**config.mk**
```make
export PLATFORM = sky130hd
export DESIGN_NAME = parallax_grid_pixel_generator
export DESIGN_NICKNAME = d
export VERILOG_FILES = /design/src/sv/pgpg_pkg.sv /design/src/sv/pgpg_regfile.sv /design/src/sv/pgpg_axis.sv /design/src/sv/pgpg_resolve.sv /design/src/sv/parallax_grid_pixel_generator.sv
export VERILOG_INCLUDE_DIRS = /design/src /design/src/sv
export SDC_FILE = /design/constraint.sdc
export NUM_CORES = 2
export LEC_CHECK = 0
export BUFFER_PORTS_ARGS = -buffer_cell sky130_fd_sc_hd__buf_2
export CORE_ASPECT_RATIO = 0.7
export CORE_MARGIN = 2
export CORE_UTILIZATION = 55
export DETAILED_ROUTE_END_ITERATION = 7
export PLACE_DENSITY = 0.77
export SLEW_MARGIN = 15
export SYNTH_ARGS = -nofsm -noshare
export SYNTH_HDL_FRONTEND = slang
export SYNTH_SLANG_ARGS = --single-unit
```
**constraint.sdc**
```tcl
create_clock -name clk -period 19.9 [get_ports clk]
set_clock_uncertainty 0.15 [all_clocks]
set_input_delay 4.975 -clock clk [delete_from_list [all_inputs] [get_ports clk]]
set_output_delay 4.975 -clock clk [all_outputs]
set_load 0.01 [all_outputs]
```
**src/sv/parallax_grid_pixel_generator_assert.svh**
```systemverilog
// Assertion macros for the parallax grid pixel generator.
`ifndef PARALLAX_GRID_PIXEL_GENERATOR_ASSERT_SVH
`define PARALLAX_GRID_PIXEL_GENERATOR_ASSERT_SVH
`ifndef SYNTHESIS
// Same-cycle implication.
`define PGPG_ASSERT_IMP(label, ante, cons, msg) \
  label: assert property (@(posedge clk) disable iff (rst) (ante) |-> (cons)) \
    else $error(msg);
// Next-cycle implication.
`define PGPG_ASSERT_NEXT(label, ante, cons, msg) \
  label: assert property (@(posedge clk) disable iff (rst) (ante) |=> (cons)) \
    else $error(msg);
// Fixed-latency implication.
`define PGPG_ASSERT_LAT(label, ante, n, cons, msg) \
  label: assert property (@(posedge clk) disable iff (rst) (ante) |-> ##n (cons)) \
    else $error(msg);
`else
`define PGPG_ASSERT_IMP(label, ante, cons, msg)
`define PGPG_ASSERT_NEXT(label, ante, cons, msg)
`define PGPG_ASSERT_LAT(label, ante, n, cons, msg)
`endif
`endif

```
**src/sv/pgpg_pkg.sv**
```systemverilog
// Shared types and constants of the parallax grid pixel generator.
package pgpg_pkg;

  localparam int SCREEN_WIDTH  = 256;
  localparam int SCREEN_HEIGHT = 192;

  // Cell pitch in pixels per layer.
  localparam int CELL_FAR  = 96;
  localparam int CELL_MID  = 32;
  localparam int CELL_FINE = 8;

  // Line thickness in pixels; major mid lines add one.
  localparam int THICK_FAR  = 2;
  localparam int THICK_MID  = 2;
  localparam int THICK_FINE = 1;

  // Parallax factors, unsigned 0.16.
  localparam logic [15:0] PAR_FAR  = 16'd11796;
  localparam logic [15:0] PAR_MID  = 16'd19661;
  localparam logic [15:0] PAR_FINE = 16'd36045;

  localparam int SCROLL_W    = 24;
  localparam int COLOR_W     = 32;
  localparam int CFG_INDEX_W = 3;

  typedef enum logic [CFG_INDEX_W-1:0] {
    REG_SCROLL_X        = 3'd0,
    REG_SCROLL_Y        = 3'd1,
    REG_PAPER_COLOR     = 3'd2,
    REG_FAR_COLOR       = 3'd3,
    REG_MID_COLOR       = 3'd4,
    REG_MID_MAJOR_COLOR = 3'd5,
    REG_FINE_COLOR      = 3'd6
  } cfg_reg_t;

  typedef struct packed {
    logic [SCROLL_W-1:0] scroll_x;
    logic [SCROLL_W-1:0] scroll_y;
    logic [COLOR_W-1:0]  paper_color;
    logic [COLOR_W-1:0]  far_color;
    logic [COLOR_W-1:0]  mid_color;
    logic [COLOR_W-1:0]  mid_major_color;
    logic [COLOR_W-1:0]  fine_color;
  } cfg_t;

  // Line coverage of one axis.
  typedef struct packed {
    logic far;
    logic mid;
    logic major;
    logic fine;
  } hit_t;

  // Control traveling with a pixel.
  typedef struct packed {
    logic valid;
    logic oob;
  } ctl_t;

  typedef enum logic [1:0] {
    LAYER_NONE = 2'd0,
    LAYER_FAR  = 2'd1,
    LAYER_MID  = 2'd2,
    LAYER_FINE = 2'd3
  } layer_t;

endpackage

```
**src/sv/pgpg_regfile.sv**
```systemverilog
// Configuration register file of the parallax grid pixel generator.
module pgpg_regfile (
  input  logic                                clk,
  input  logic                                rst,
  input  logic                                cfg_valid,
  output logic                                cfg_ready,
  input  logic [pgpg_pkg::CFG_INDEX_W-1:0]    cfg_index,
  input  logic [pgpg_pkg::COLOR_W-1:0]        cfg_data,
  output pgpg_pkg::cfg_t                      cfg
);

  assign cfg_ready = ~rst;

  always_ff @(posedge clk) begin
    if (rst) begin
      cfg <= '0;
    end else if (cfg_valid && cfg_ready) begin
      case (cfg_index)
        pgpg_pkg::REG_SCROLL_X:        cfg.scroll_x <= cfg_data[pgpg_pkg::SCROLL_W-1:0];
        pgpg_pkg::REG_SCROLL_Y:        cfg.scroll_y <= cfg_data[pgpg_pkg::SCROLL_W-1:0];
        pgpg_pkg::REG_PAPER_COLOR:     cfg.paper_color <= cfg_data;
        pgpg_pkg::REG_FAR_COLOR:       cfg.far_color <= cfg_data;
        pgpg_pkg::REG_MID_COLOR:       cfg.mid_color <= cfg_data;
        pgpg_pkg::REG_MID_MAJOR_COLOR: cfg.mid_major_color <= cfg_data;
        pgpg_pkg::REG_FINE_COLOR:      cfg.fine_color <= cfg_data;
        default: ;
      endcase
    end
  end

endmodule

```
**src/sv/pgpg_axis.sv**
```systemverilog
// Three-stage line coverage pipeline for one screen axis, all three layers.
module pgpg_axis (
  input  logic                          clk,
  input  logic [pgpg_pkg::SCROLL_W-1:0] scroll,
  input  logic [7:0]                    pos,
  output pgpg_pkg::hit_t                hit
);

  // 11-bit value mod 3: base-4 digit sum, then fold.
  function automatic logic [1:0] mod3_11(input logic [10:0] v);
    logic [11:0] w;
    logic [4:0]  s;
    w = {1'b0, v};
    s = '0;
    for (int i = 0; i < 6; i++) begin
      s = s + 5'(w[2*i +: 2]);
    end
    if (s >= 5'd12) s = s - 5'd12;
    if (s >= 5'd6)  s = s - 5'd6;
    if (s >= 5'd3)  s = s - 5'd3;
    return s[1:0];
  endfunction

  // Offset into a far cell; input stays below four cells.
  function automatic logic [6:0] mod_far(input logic [8:0] v);
    logic [8:0] t;
    if (v >= 9'(3 * pgpg_pkg::CELL_FAR))      t = v - 9'(3 * pgpg_pkg::CELL_FAR);
    else if (v >= 9'(2 * pgpg_pkg::CELL_FAR)) t = v - 9'(2 * pgpg_pkg::CELL_FAR);
    else if (v >= 9'(pgpg_pkg::CELL_FAR))     t = v - 9'(pgpg_pkg::CELL_FAR);
    else                                      t = v;
    return t[6:0];
  endfunction

  // Stage 1: |scroll| * parallax, kept as 16.8 magnitude.
  logic [23:0] abs_scroll;
  logic [39:0] prod_far, prod_mid, prod_fine;
  logic [23:0] mag_far, mag_mid, mag_fine;
  logic        nonneg1;
  logic [7:0]  pos1;

  assign abs_scroll = scroll[23] ? (~scroll + 24'd1) : scroll;
  assign prod_far   = 40'(abs_scroll) * 40'(pgpg_pkg::PAR_FAR);
  assign prod_mid   = 40'(abs_scroll) * 40'(pgpg_pkg::PAR_MID);
  assign prod_fine  = 40'(abs_scroll) * 40'(pgpg_pkg::PAR_FINE);

  always_ff @(posedge clk) begin
    mag_far  <= prod_far[39:16];
    mag_mid  <= prod_mid[39:16];
    mag_fine <= prod_fine[39:16];
    nonneg1  <= ~scroll[23];
    pos1     <= pos;
  end

  // Stage 2: distance from first line to pixel 0, and mid line index phase.
  // Mid and fine cells are powers of two (32, 8): remainders are bit fields.
  logic [15:0] int_far, int_mid;
  logic [6:0]  r_far;
  logic [4:0]  r_mid;
  logic [2:0]  r_fine;
  logic        mid_carry;
  logic [6:0]  adj_far_next;
  logic [4:0]  adj_mid_next;
  logic [2:0]  adj_fine_next;
  logic [1:0]  idx0_next;
  logic [6:0]  adj_far;
  logic [4:0]  adj_mid;
  logic [2:0]  adj_fine;
  logic [1:0]  idx0;
  logic [7:0]  pos2;

  assign int_far   = mag_far[23:8];
  assign int_mid   = mag_mid[23:8];
  assign r_far     = {mod3_11(int_far[15:5]), int_far[4:0]};
  assign r_mid     = int_mid[4:0];
  assign r_fine    = mag_fine[10:8];
  assign mid_carry = (r_mid != 5'd0) || (mag_mid[7:0] != 8'd0);

  always_comb begin
    if (nonneg1) begin
      // View moved right/down: lines shift toward negative coordinates.
      adj_far_next  = r_far;
      adj_mid_next  = r_mid;
      adj_fine_next = r_fine;
      idx0_next     = 2'd0 - (int_mid[6:5] + 2'(mid_carry));
    end else begin
      adj_far_next  = (r_far != 7'd0) ? 7'(pgpg_pkg::CELL_FAR) - r_far : 7'd0;
      adj_mid_next  = 5'd0 - r_mid;
      adj_fine_next = 3'd0 - r_fine;
      idx0_next     = int_mid[6:5];
    end
  end

  always_ff @(posedge clk) begin
    adj_far  <= adj_far_next;
    adj_mid  <= adj_mid_next;
    adj_fine <= adj_fine_next;
    idx0     <= idx0_next;
    pos2     <= pos1;
  end

  // Stage 3: offset inside the cell against line thickness.
  logic [8:0]   d_far, d_mid, d_fine;
  logic [1:0]   idx_mid;
  logic         major;
  logic [4:0]   thick_mid;
  pgpg_pkg::hit_t hit_next;

  assign d_far     = 9'(pos2) + 9'(adj_far);
  assign d_mid     = 9'(pos2) + 9'(adj_mid);
  assign d_fine    = 9'(pos2) + 9'(adj_fine);
  assign idx_mid   = idx0 + d_mid[6:5];
  assign major     = (idx_mid == 2'd0);
  assign thick_mid = major ? 5'(pgpg_pkg::THICK_MID + 1) : 5'(pgpg_pkg::THICK_MID);

  always_comb begin
    hit_next.far   = mod_far(d_far) < 7'(pgpg_pkg::THICK_FAR);
    hit_next.mid   = d_mid[4:0] < thick_mid;
    hit_next.major = major;
    hit_next.fine  = d_fine[2:0] < 3'(pgpg_pkg::THICK_FINE);
  end

  always_ff @(posedge clk) begin
    hit <= hit_next;
  end

endmodule

```
**src/sv/pgpg_resolve.sv**
```systemverilog
// Layer priority and output register of the parallax grid pixel generator.
`include "parallax_grid_pixel_generator_assert.svh"

module pgpg_resolve (
  input  logic                         clk,
  input  logic                         rst,
  input  pgpg_pkg::ctl_t               ctl,
  input  pgpg_pkg::hit_t               hit_x,
  input  pgpg_pkg::hit_t               hit_y,
  input  pgpg_pkg::cfg_t               cfg,
  output logic                         done,
  output logic [pgpg_pkg::COLOR_W-1:0] pixel_color
);

  function automatic pgpg_pkg::layer_t top_layer(input pgpg_pkg::hit_t h);
    if (h.fine)     return pgpg_pkg::LAYER_FINE;
    else if (h.mid) return pgpg_pkg::LAYER_MID;
    else if (h.far) return pgpg_pkg::LAYER_FAR;
    else            return pgpg_pkg::LAYER_NONE;
  endfunction

  function automatic logic [pgpg_pkg::COLOR_W-1:0] layer_color(
    input pgpg_pkg::layer_t l, input logic major, input pgpg_pkg::cfg_t c);
    logic [pgpg_pkg::COLOR_W-1:0] col;
    case (l)
      pgpg_pkg::LAYER_FAR:  col = c.far_color;
      pgpg_pkg::LAYER_MID:  col = major ? c.mid_major_color : c.mid_color;
      pgpg_pkg::LAYER_FINE: col = c.fine_color;
      default:              col = c.paper_color;
    endcase
    return col;
  endfunction

  pgpg_pkg::layer_t             lay_x, lay_y;
  logic [pgpg_pkg::COLOR_W-1:0] color_next;

  assign lay_x = top_layer(hit_x);
  assign lay_y = top_layer(hit_y);

  // Vertical lines win ties within a layer.
  always_comb begin
    if (ctl.oob) begin
      color_next = cfg.paper_color;
    end else if (lay_x != pgpg_pkg::LAYER_NONE && lay_x >= lay_y) begin
      color_next = layer_color(lay_x, hit_x.major, cfg);
    end else begin
      color_next = layer_color(lay_y, hit_y.major, cfg);
    end
  end

  always_ff @(posedge clk) begin
    if (rst) begin
      done <= 1'b0;
    end else begin
      done <= ctl.valid;
    end
  end

  always_ff @(posedge clk) begin
    pixel_color <= color_next;
  end

  `PGPG_ASSERT_NEXT(a_oob_paper, ctl.valid && ctl.oob, pixel_color == $past(cfg.paper_color), "off-screen pixel not paper")
  `PGPG_ASSERT_NEXT(a_fine_x_wins, ctl.valid && !ctl.oob && hit_x.fine, pixel_color == $past(cfg.fine_color), "fine vertical line lost priority")
  `PGPG_ASSERT_NEXT(a_blank_paper, ctl.valid && hit_x == '0 && hit_y == '0, pixel_color == $past(cfg.paper_color), "uncovered pixel not paper")

endmodule

```
**src/sv/parallax_grid_pixel_generator.sv**
```systemverilog
// Top level of the parallax grid pixel generator.
//
// Usage:
//   Pixel requests: drive pixel_x / pixel_y and raise start; the transaction
//   is taken at a rising edge with start high and busy low. busy is high only
//   during reset, so one pixel can be taken every clock.
//   Results: done pulses for one cycle with pixel_color. The receiver cannot
//   stall; results leave in request order, one per accepted pixel.
//   Path: the pixel passes the multiply, cell reduce, coverage and output
//   registers in that order before done rises.
//   Throughput: one pixel per clock; each stage, including the three 24x16
//   parallax multipliers per axis, is fully pipelined.
//   Configuration: cfg_valid / cfg_ready carry a register index and data;
//   write only while no pixel is in flight. Index 7 is ignored.
//   Reset: synchronous; zeroes config, control flags and done; drops any pixels
//   in flight. cfg_ready and busy show the block as unavailable during reset.
`include "parallax_grid_pixel_generator_assert.svh"

module parallax_grid_pixel_generator (
  input  logic                             clk,
  input  logic                             rst,
  input  logic                             start,
  output logic                             busy,
  input  logic [7:0]                       pixel_x,
  input  logic [7:0]                       pixel_y,
  output logic                             done,
  output logic [pgpg_pkg::COLOR_W-1:0]     pixel_color,
  input  logic                             cfg_valid,
  output logic                             cfg_ready,
  input  logic [pgpg_pkg::CFG_INDEX_W-1:0] cfg_index,
  input  logic [pgpg_pkg::COLOR_W-1:0]     cfg_data
);

  pgpg_pkg::cfg_t cfg;
  pgpg_pkg::hit_t hit_x, hit_y;
  pgpg_pkg::ctl_t ctl_in, ctl1, ctl2, ctl3;
  logic           accept;

  assign busy   = rst;
  assign accept = start && !busy;

  // Off-screen pixels still flow through and come out as paper.
  assign ctl_in.valid = accept;
  assign ctl_in.oob   = !((32'(pixel_x) < pgpg_pkg::SCREEN_WIDTH) &&
                          (32'(pixel_y) < pgpg_pkg::SCREEN_HEIGHT));

  pgpg_regfile u_regfile (
    .clk       (clk),
    .rst       (rst),
    .cfg_valid (cfg_valid),
    .cfg_ready (cfg_ready),
    .cfg_index (cfg_index),
    .cfg_data  (cfg_data),
    .cfg       (cfg)
  );

  // Columns are tested against vertical lines, driven by scroll_x.
  pgpg_axis u_axis_x (
    .clk    (clk),
    .scroll (cfg.scroll_x),
    .pos    (pixel_x),
    .hit    (hit_x)
  );

  pgpg_axis u_axis_y (
    .clk    (clk),
    .scroll (cfg.scroll_y),
    .pos    (pixel_y),
    .hit    (hit_y)
  );

  // Valid and off-screen flags ride alongside the three axis stages.
  always_ff @(posedge clk) begin
    if (rst) begin
      ctl1 <= '0;
      ctl2 <= '0;
      ctl3 <= '0;
    end else begin
      ctl1 <= ctl_in;
      ctl2 <= ctl1;
      ctl3 <= ctl2;
    end
  end

  pgpg_resolve u_resolve (
    .clk         (clk),
    .rst         (rst),
    .ctl         (ctl3),
    .hit_x       (hit_x),
    .hit_y       (hit_y),
    .cfg         (cfg),
    .done        (done),
    .pixel_color (pixel_color)
  );

  `PGPG_ASSERT_LAT(a_req_to_done, start && !busy, 4, done, "accepted pixel produced no result")
  `PGPG_ASSERT_IMP(a_done_had_req, done, $past(start && !busy, 4), "result without a request")

endmodule

```
# Word-level counts from Yosys, hierarchy flattened
# Index checks and enable logic that the tools add are counted.
# word_totals
regBits	419
in_bits	55
wordCells	188
# op_classes
add_sub_neg	40
mul	6
magnitude_cmp	20
n_eq_ne	12
muxes	38
bitwise_logic	5
n_reduce_logical	24
# op_table
op	n
case mux 32 bit (3 select lines)	2
two-way mux 32 bit	4
multiplier 24 x 12 -> 36 bit, second input constant	2
two-way mux 7 bit	10
multiplier 24 x 15 -> 31 bit, second input constant	2
multiplier 24 x 16 -> 27 bit, second input constant	2
adder 24 x 1 -> 24 bit, second input constant	2
two-way mux 24 bit	2
inverter 24 bit	2
two-way mux 5 bit	6
subtractor 7 bit, second input constant	4
adder 5 x 2 -> 5 bit	4
adder 8 x 7 -> 9 bit	2
>= comparator 9 x 7 -> 1 bit, second input constant	2
>= comparator 9 x 8 -> 1 bit, second input constant	2
>= comparator 9 bit, second input constant	2
two-way mux 2 bit	8
nonzero test 8 bit	2
adder 7 x 5 -> 7 bit	2
less-than comparator 7 x 2 -> 1 bit, second input constant	2
AND reduction 2 bit	7
nonzero test 7 bit	2
subtractor 7 x 6 -> 7 bit, second input constant	2
subtractor 7 bit, first input constant	2
33 further kinds	68

# Longest topological paths before layout
# depth
word_depth	13
ltp_mapped	29
depth_no_buf	29

# Modules after synthesis
# From an unflattened synthesis, not the netlist that was laid out.
# unflattened
cells_unflattened	4723
hier_area_um2	44238.7
# by_module_without_submodules
module	n_inst	cells_per_inst	area_each_um2	seq_area_each_um2
pgpg_axis at u_axis_y	1	1663	16154.2	1401.3
pgpg_axis at u_axis_x	1	1684	16145.5	1401.3
pgpg_regfile	1	958	8234.1	4164.0
pgpg_resolve	1	405	3523.4	660.6
parallax_grid_pixel_generator	1	13	181.4	120.1

# Worst setup path before layout
# OpenSTA, ideal clock, no wires.
# synth_timing
kind	in2out
start	input port rst
end	output port busy
t_arrival_ns	5.094
required_ns	14.775
slack_ns	9.681
stages	1
cell_sequence	buf_4
# synth_rtl
item	line	source
from (decl)	parallax_grid_pixel_generator.sv:21	input logic rst,
to (decl)	parallax_grid_pixel_generator.sv:23	output logic busy,
# No word-level cell between the ends.

# Final worst setup path
# layout_timing
start	input port rst
end	output port cfg_ready
# layout_between
elab_chain_cells	1
# layout_rtl
item	line	source
inverter 1 bit	pgpg_regfile.sv:12	assign cfg_ready = ~rst;
to (decl)	parallax_grid_pixel_generator.sv:29	output logic cfg_ready,
# No other way between the ends.

==> flow_metrics.tcl <==
set metrics [dict create \
    outcome "finished, final reports clean" \
    rsz0062_at_grt "false" \
    port_buffers 89 \
    h-tree-depth 2 \
    cts-resized-gates 0 \
    crit_path_max_fanout 126 \
    finalSetupViolations 0 \
    clock.fmax_mhz 88.8 \
    drv_cap 0 \
    drt-initial-drc-count 2983 \
    leakage_nw 24.2 \
    reg2reg_depth 26 \
    start_util 0.554 \
    reg2reg_slack_ns 11.21 \
    dieArea_sq_mm 0.0795 \
    clkTransAtPathRegs_ns 0.07 \
    cts_setup_buffers 0 \
    report.final.slew_viol_count 0 \
    clock_path_buffers 3 \
    min_from "u_axis_y.pos1[5]$_DFF_P_" \
    holdPathStages 0 \
    final_common_cell "inv_1" \
    coreArea_sq_mm 0.0767 \
    worstPathArrival_ns 6.14 \
    synth_cell_type_count 73 \
    numCtsBuffers 38 \
    cts.sinks 387 \
    overflow 0 \
    reg2reg_from "u_regfile.cfg[165]$_SDFFE_PP0P_" \
    hold_viol 0 \
    ys_dominant_reg_cell "dfxtp_1" \
    viasPerCell 5.48 \
    grt_pass1_vias 32300 \
    cp-start-kind "input port" \
    cts_tree "yes" \
    crit_required_ns 14.78 \
    fin_crit_sh 0.566 \
    ios 90 \
    antenna_found_initial 3 \
    holdPathEnd "u_axis_y.pos2[5]$_DFF_P_" \
    die_w_microns 336 \
    drive_gt1_frac 0.0503 \
    seq_area_frac_synth 0.182 \
    grt_start_max_net_pins 127 \
    worst_setup_path_end_kind "primary output" \
    postCtsHoldBufs 0 \
    dr.pass1.iters 6 \
    syn_inst 4708 \
    dpl.cell_count 5765 \
    final_cells 5833 \
    grt_pass1_wl_microns 178000 \
    postRouteAntennaNets 0 \
    fp-row-count 85 \
    fillCellCount 6489 \
    vias 32000 \
    wl_microns 111000 \
    syn_to_final_growth_pct 6.98 \
    postSynthAreaPerCell_sq_um 9.02 \
    async_flop_share 0 \
    yosys_warnings 0 \
    root_buffer "clkbuf_16" \
    dp_hpwl_microns 89400 \
    synth_edf_count 0 \
    fin_nets 6023 \
    mappedNetlistArea_sq_mm 0.0425 \
    die_h_microns 236 \
    ys_seq_elements 387 \
    drc_errors 0 \
    synth_fp_nets 5970 \
    layout_common_cells "1093 x inv_1, 660 x ha_1, 547 x fa_1" \
    tightest_slew_ns 1.08 \
    fin_crit_ns 11.26 \
    setup_tns_ns 0 \
    wire_per_inst_microns 19.0 \
    vdd_drop_max_uv 78.9 \
    hold_path.class "reg2reg" \
    critical_path_class "in2out" \
    p_per_area_mw_per_mm2 52.4 \
    gp_congestion 0.971 \
    slew_headroom 0.262 \
    cp-startpoint "rst" \
    grt_usage 0.285 \
    clock_latency_ns 0.61 \
    reg2reg_to "u_axis_y.mag_mid[12]$_DFF_P_" \
]
[sequential cells by signal, summed over array words and instances, names as in the netlist, 8 cells and up]
| register | flops |
|---|---|
| u_axis_x.mag_far | 14 |
| u_axis_x.mag_mid | 15 |
| u_axis_x.pos1 | 8 |
| u_axis_x.pos2 | 8 |
| u_axis_y.mag_far | 14 |
| u_axis_y.mag_mid | 15 |
| u_axis_y.pos1 | 8 |
| u_axis_y.pos2 | 8 |
| u_regfile.cfg | 208 |
| u_resolve.pixel_color | 32 |
[routing by layer]
metal / GRT usage / share of wire / vias to the layer above
li1: - / - / 15000
met4: 0.0602 / 0.019 / 2
met2: 0.414 / 0.42 / 1374
met5: 0 / 0.000099 / -
met1: 0.424 / 0.46 / 15400
met3: 0.0749 / 0.11 / 174
[cells in the mapped netlist (65+ instances only)]
cell | n | area [sq um]
inv_1 | 1094 | 4110
ha_1 | 660 | 8260
fa_1 | 547 | 11000
nand2_1 | 504 | 1890
dfxtp_1 | 387 | 7750
a21oi_1 | 297 | 1490
nor2_1 | 203 | 762
xnor2_1 | 164 | 1440
clkbuf_1 | 116 | 435
o21ai_0 | 89 | 445
xor2_1 | 75 | 657
mux2i_1 | 65 | 651
[layout make-up]
cell class,instances,area [sq um],share of cell area
multi-input cells,3100,30200,0.664
clock inverters,18,205,0.00452
clock buffers,49,1040,0.0229
inverters,1095,4110,0.0905
well taps,1044,1310,0.0288
repair buffers,139,827,0.0182
diodes,1,2.50,0.0000551
flip-flops and latches,387,7750,0.171
[through the flow]
stage,hold slack (ns),power (mW),cell area [sq um],utilization,setup WS [ns]
after global placement,0.161,1.61,44200,0.576,8.77
after floorplan,0.160,1.39,42500,-,9.68
after global routing,0.181,2.50,45400,0.592,8.65
final,0.174,2.38,45400,0.592,8.64
after detailed placement,0.163,1.63,44200,0.576,8.74
after CTS,0.166,2.37,45400,0.592,8.74
[worst max-delay path, stage by stage]
cell	delay [ns]
buf_6	0.64
inv_1	0.20
buf_2	0.20
[power by group]
part	switching, mW	internal, mW
registers	0.0394	0.840
clock network	0.333	0.404
logic	0.485	0.279
total	0.857	1.52
[worst max-delay path by stage]
stage               cells after the start         to
floorplan                               1       busy
global placement                        3  cfg_ready
detailed placement                      3  cfg_ready
CTS                                     3  cfg_ready
global route                            3  cfg_ready
finish                                  3  cfg_ready
[kinds of logic after synthesis]
kind of cell,count (synthesis),share of synthesized area
compound gates,662,0.0959
xor+xnor,241,0.0506
fa+ha+maj,1207,0.452
buf+inv,1221,0.108
flops,387,0.182
mux,73,0.0174
simple gates,917,0.0933
No activity file was read; power rests on OpenSTA's default activity.
